[src/bwts_pkg.sv]
`default_nettype none
package bwts_pkg;

	localparam int COORD_BITS = 16;
	localparam int FRAC_BITS  = 12;
	localparam int SIZE_BITS  = 7;
	localparam int IN_BITS    = 16;
	localparam int OUT_BITS   = 16;
	localparam int POS_BITS   = 6;
	localparam int FRAC_ONE   = 1 << FRAC_BITS;
	localparam int HALF       = 1 << (FRAC_BITS - 1);
	localparam int ROUND_BIAS = 1 << (2 * FRAC_BITS - 1);

	typedef enum logic [1:0] {
		OP_WRITE    = 2'd0,
		OP_NEAREST  = 2'd1,
		OP_BILINEAR = 2'd2,
		OP_NONE     = 2'd3
	} op_t;

	localparam logic REG_WIDTH  = 1'b0;
	localparam logic REG_HEIGHT = 1'b1;

endpackage
`default_nettype wire

[src/bwts_axis.sv]
`default_nettype none
module bwts_axis #(
	parameter int MAX_SIZE = 64
) (
	input  wire logic                               clk,
	input  wire logic                               en_s1,
	input  wire logic                               en_s2,
	input  wire logic                               nearest,
	input  wire logic [bwts_pkg::COORD_BITS-1:0]    coord,
	input  wire logic [bwts_pkg::SIZE_BITS-1:0]     size,
	output logic      [$clog2(MAX_SIZE)-1:0]        idx0_s2,
	output logic      [$clog2(MAX_SIZE)-1:0]        idx1_s2,
	output logic      [bwts_pkg::FRAC_BITS-1:0]     frac_s2
);
	import bwts_pkg::*;

	localparam int IW = $clog2(MAX_SIZE);
	localparam int PW = COORD_BITS + SIZE_BITS + 1;
	localparam int QW = COORD_BITS - FRAC_BITS + SIZE_BITS + 1;
	localparam int BW = PW - FRAC_BITS + 1;

	logic signed [PW-1:0]    prod_s1;
	logic signed [QW-1:0]    qw_s1;
	logic                    near_s1;
	logic signed [PW:0]      rnd_sum;
	logic signed [BW-1:0]    sel;
	logic signed [BW-1:0]    diff;
	logic        [SIZE_BITS:0] d;
	logic        [SIZE_BITS:0] i0w;
	logic        [SIZE_BITS:0] i1w;

	always_ff @(posedge clk) begin
		if (en_s1) begin
			prod_s1 <= $signed(coord) * $signed({1'b0, size});
			qw_s1   <= $signed(coord[COORD_BITS-1:FRAC_BITS]) * $signed({1'b0, size});
			near_s1 <= nearest;
		end
	end

	// scaled position minus floor(coord) * size lands in 0..size
	always_comb begin
		rnd_sum = {prod_s1[PW-1], prod_s1}
			+ (prod_s1[PW-1] ? (PW+1)'(HALF - 1) : (PW+1)'(HALF));
		sel  = near_s1 ? rnd_sum[PW:FRAC_BITS] : {prod_s1[PW-1], prod_s1[PW-1:FRAC_BITS]};
		diff = sel - BW'(qw_s1);
		d    = diff[SIZE_BITS:0];
		i0w  = (d == {1'b0, size}) ? '0 : d;
		i1w  = ((i0w + 1'b1) == {1'b0, size}) ? '0 : i0w + 1'b1;
	end

	// nearest reads the same texel on every port
	always_ff @(posedge clk) begin
		if (en_s2) begin
			idx0_s2 <= IW'(i0w);
			idx1_s2 <= near_s1 ? IW'(i0w) : IW'(i1w);
			frac_s2 <= near_s1 ? '0 : prod_s1[FRAC_BITS-1:0];
		end
	end

endmodule
`default_nettype wire

[config.mk]
export PLATFORM = sky130hd
export DESIGN_NAME = bwts_axis
export DESIGN_NICKNAME = d
export VERILOG_FILES = /design/src/bwts_pkg.sv /design/src/bwts_axis.sv
export SDC_FILE = /design/constraint.sdc
export NUM_CORES = 1
export LEC_CHECK = 0
export BUFFER_PORTS_ARGS = -buffer_cell sky130_fd_sc_hd__buf_4
export CAP_MARGIN = 10
export CORE_AREA = 2 2 170 89
export DETAILED_ROUTE_END_ITERATION = 10
export DIE_AREA = 0 0 172 91
export HOLD_SLACK_MARGIN = 0.05
export PLACE_DENSITY = 0.83
export SKIP_LAST_GASP = 1
export SYNTH_ARGS = -nofsm -noshare
export SYNTH_HDL_FRONTEND = slang
export SYNTH_SLANG_ARGS = --single-unit
[constraint.sdc]
create_clock -name clk -period 8.1 [get_ports clk]
set_input_delay 0.81 -clock clk [delete_from_list [all_inputs] [get_ports clk]]
set_output_delay 0.81 -clock clk [all_outputs]
set_load 0.01 [all_outputs]
Word-level counts from Yosys, hierarchy flattened:

Index checks and enable logic that the tools add are counted.

* word-level logic and storage cells: 18
* register bits: 57
* input port bits: 27
* output and inout bits: 24

* eq/ne operators: 2
* mux-type cells: 5
* add/sub/neg operators: 3
* multipliers: 2

Operator list (number)
* $mul A16 B8 Y24: 1
* $add A20 B13 Y20: 1
* $eq A8 B7 Y1: 2
* $mux W8: 2
* $mux W12: 1
* $mux W6: 2
* $add A8 B1 Y8 const B: 1
* $mul A4 B8 Y8: 1
* $sub A8 B8 Y8: 1

Longest topological paths before layout:

* depth after elaboration: 10
* depth in mapped cells: 27
* mapped depth without buffers: 25

Least setup slack after synthesis:

OpenSTA, ideal clock, no wires.

* kind: reg-to-reg
* start point: reg prod_s1[23]
* end point: reg idx1_s2[3] (data pin)
* data arrival time: 5.411 ns
* cell stages (with the launch flop): 27
* required time: 7.824 ns
* clock period less this slack: 5.687 ns
* setup time: 0.276 ns
* setup slack: 2.413 ns
* buffers on the path: 2
* cell sequence: edfxtp_1 > ha_1 > a21o_1 > a211oi_1 > a21boi_1 > or2_2 > and2_1 > and3_1 > nand3_1 > xnor2_1 > ha_1 > buf_4 > xnor2_1 > mux2i_1 > nand4b_1 > nor3_1 > nand3_1 > a21oi_4 > buf_6 > nor2_1 > ha_1 > xor2_1 > a211o_1 > nor4_1 > nand4_1 > a22oi_4 > a211oi_1

* word-level cells in the longest chain between the ends: 10

RTL lines
* start, declared: line bwts_axis.sv:22 `logic signed [PW-1:0] prod_s1;`
* start signal, assigned: line bwts_axis.sv:34 `prod_s1 <= $signed(coord) * $signed({1'b0, size});`
* $mux W12 *: line bwts_axis.sv:43 `+ (prod_s1[PW-1] ? (PW+1)'(HALF - 1) : (PW+1)'(HALF));`
* $add A20 B13 Y20 *: line bwts_axis.sv:43
* $mux W8 *: line bwts_axis.sv:44 `sel = near_s1 ? rnd_sum[PW:FRAC_BITS] : {prod_s1[PW-1], prod_s1[PW-1:FRAC_BITS]};`
* $sub A8 B8 Y8 *: line bwts_axis.sv:45 `diff = sel - BW'(qw_s1);`
* $eq A8 B7 Y1: line bwts_axis.sv:47 `i0w = (d == {1'b0, size}) ? '0 : d;`
* $mux W8 *: line bwts_axis.sv:47
* named net i0w[0]: line bwts_axis.sv:29 `logic [SIZE_BITS:0] i0w;`
* $add A8 B1 Y8 *: line bwts_axis.sv:48 `i1w = ((i0w + 1'b1) == {1'b0, size}) ? '0 : i0w + 1'b1;`
* $eq A8 B7 Y1: line bwts_axis.sv:48
* $mux W6 *: line bwts_axis.sv:48
* $mux W6 *: line bwts_axis.sv:55 `idx1_s2 <= near_s1 ? IW'(i0w) : IW'(i1w);`
* end signal, assigned: line bwts_axis.sv:55
* end, declared: line bwts_axis.sv:12 `output logic [$clog2(MAX_SIZE)-1:0] idx1_s2,`

Mark *: on every way through the listed nets, which the timed path passes. The rest lies on a longest branch.
A chain may end at the register's enable or synchronous reset.

Worst setup path after layout:

* start point: reg prod_s1[23]
* end point: reg idx1_s2[1] (data pin)

Same word-level chain as after synthesis.

==> reports/qor.csv <==
metric,value,unit
ys_seq_area_share,21.2,%
fin_crit_sh,80.6,%
routedWlPerCell,16.2,um
crit_fanout,13,
grt_pass1_vias,5710,
yosysUniqueCellTypes,61,
fin_setup_tns,0,ns
clkLatencyLatePin,0.30,ns
syn_nets,984,
clock-root-buffer,clkbuf_16,
synth_seq_cells,54,
hp-class,flip-flop to flip-flop,
die_w,172,um
dp_hpwl,13400,um
ir_worst_vdd,243,uV
vias,5469,
grt_pass1_wl,28300,um
drc,0,
drv_slew,0,
drv_cap,0,
first_pass_iters,5,
hold_viol,0,
reg2reg_from,prod_s1[23],
fmax,0.153,GHz
worstSetupPathType,flip-flop to flip-flop,
outcome,completed,
cts_hold_buf,0,
hold_ws,0.613,ns
hold_path_end,frac_s2[8],
setup_ws,1.57,ns
timing_worst_slew_pin_value,0.724,ns
rows,31,
cp_data_arrival_time,6.55,ns
clkTransAtPathRegs,0.08,ns
grt.total_usage,23.0,%
syn-mean-instance-area,9.81,um2
final_cell_mix,"153 x inv_1, 97 x fa_1, 86 x and2_1, 79 x ha_1, 54 x edfxtp_1",
final_layout_size_suffix_gt1_share,8.44,%
ctsResizeCount,0,
postCtsSetupRepairBufs,0,
cts_tree,done,
core_region_area,14100,um2
synth_cells,781,
ios,51,
vias_per_cell,5.38,
grt.overflow.total,0,
synth_area,7660,um2
clockBufferDepth,2,
place.gp.congestion,0.960,
htree_num_levels,2,
hp-start,prod_s1[8],
cts.sinks,54,
area.growth.synth_to_final,8.75,%
initial_core_util,54.3,%
port_buffers,50,
reg2reg_slack,1.57,ns
setup-violations-final,0,
antenna_found_initial,0,
r2r_cells,24,
num-fill-cells,1232,
antenna_left,0,
n_antenna_cell,0,
yosysWarnings,0,
final_common_cell,inv_1,
required,8.13,ns
rsz0062_at_grt,no,
fin_nets,1020,
grt_max_degree,31,
synth-edff-count,54,
drt_iter0_drc,429,
cts_made_buffers,5,
end_kind,flip-flop,
min_path_cells,1,
dp_slack,1.75,ns
wirelength,16500,um
die_h,91,um
r2r_end,idx1_s2[1],
power_density,371,nW/um2
fin_worst_skew,0.00648,ns
slew_headroom,51.7,%
crit_path_start_kind,flip-flop,
synthArstFlopShare,0,%
min_period,6.53,ns
synth_ff_type,edfxtp_1,
power.leakage,0.00397,uW
die-area,15700,um2
[through the flow]
| stage | utilization, % | cell area, um2 | total power (uW) | instances |
|---|---|---|---|---|
| floorplan | - | 7660 | 2310 | 781 |
| global placement | 58.0 | 8180 | 2730 | 1008 |
| detailed placement | 58.0 | 8180 | 2820 | 1008 |
| CTS | 59.0 | 8330 | 3070 | 1016 |
| global route | 59.0 | 8330 | 3380 | 1016 |
| finish | 59.0 | 8330 | 3100 | 1016 |
[area by class of cell]
class,instances,area [um2],share of cell area (%)
sequential,54,1620,19.5
multi-input combinational,553,5360,64.4
tap,198,248,2.97
clock buffer,5,125,1.50
timing repair buffer,50,375,4.50
clock inverter,3,26.3,0.315
inverter,153,574,6.89
[state kept, by name, summed over array words and instances, names as in the netlist]
register,cells
prod_s1,21
near_s1,1
idx0_s2,6
idx1_s2,6
frac_s2,12
qw_s1,8
[Yosys cell counts, types with 2 or more instances]
library cell	instances	area, um2
o21bai_1	5	37.5
or3_1	4	25.0
buf_4	2	15.0
buf_2	2	10.0
and4_1	2	17.5
a21o_1	8	60.1
a211oi_1	6	45.0
xor2_1	12	105
a41oi_1	2	17.5
nor3_1	11	55.1
and2_1	86	538
o21ai_1	3	15.0
xnor2_2	2	32.5
nand2_1	41	154
a21oi_1	27	135
fa_1	97	1940
inv_1	153	574
nor4_1	3	18.8
xnor2_1	44	385
o211ai_1	2	15.0
a2111oi_0	2	17.5
o21a_1	3	22.5
o2111ai_1	3	26.3
mux2i_1	2	20.0
nand3_1	9	45.0
nand3b_1	2	15.0
buf_6	2	22.5
ha_1	79	988
and3_1	5	31.3
nor2b_1	19	119
clkbuf_1	14	52.6
nor2_1	30	113
o31a_1	2	17.5
edfxtp_1	54	1620
a211o_1	3	26.3
or2_1	2	12.5
o21ai_0	11	55.1
nand4_1	4	25.0
[worst max path at each step]
stage	cells past startpoint	to	start	slack (ns)
after global placement	24	idx1_s2[4]	prod_s1[23]	1.97
final	24	idx1_s2[1]	prod_s1[23]	1.57
after CTS	24	idx1_s2[5]	prod_s1[23]	1.66
after floorplan	26	idx1_s2[3]	prod_s1[23]	2.41
after detailed placement	24	idx1_s2[5]	prod_s1[23]	1.75
after global routing	24	idx1_s2[5]	prod_s1[23]	1.13
[critical path: stages, from the launching register on]
cell and delay (ns):
edfxtp_1 0.57, ha_1 0.38, a21o_1 0.16, a211oi_1 0.23
a21boi_1 0.10, or2_2 0.32, and2_1 0.20, and3_1 0.23
nand3_1 0.10, xnor2_1 0.15, ha_1 0.38, xnor2_1 0.31
mux2i_1 0.26, nand4b_1 0.11, nor3_1 0.33, nand3_1 0.20
a21oi_4 0.38, nor2_1 0.15, ha_1 0.35, xor2_1 0.16
a211o_1 0.32, nor4_1 0.25, nand4_1 0.18, a22oi_4 0.30
a21oi_1 0.12
[routing by layer]
metal | up-vias | routed length (um) | global-route usage (%)
li1 | 2579 | - | -
met1 | 2691 | 7960 | 35.1
met2 | 180 | 7070 | 34.5
met3 | 19 | 1260 | 4.80
met4 | 0 | 199 | 3.08
met5 | - | 0 | 0
[cells by family (layout without fill, tap and decap cells)]
logic type | Yosys count | in the layout | share of synthesized area, %
adders and majority gates | 176 | 176 | 38.2
muxes | 3 | 3 | 0.457
xor gates and xnor gates | 59 | 59 | 7.12
buffers and inverters | 174 | 211 | 8.85
DFF | 54 | 54 | 21.2
AOI/OAI and AO/OA | 91 | 91 | 8.33
and+or+nand+nor | 224 | 224 | 15.9
[report_power, final]
part / leakage (uW) / switching [uW] / total, uW / internal, uW
clock: 0.0000748 / 106 / 223 / 118
sequential: 0.000534 / 66.5 / 575 / 509
combinational: 0.00336 / 1300 / 2300 / 998
Note: power is estimated with default switching activity, not from simulation.
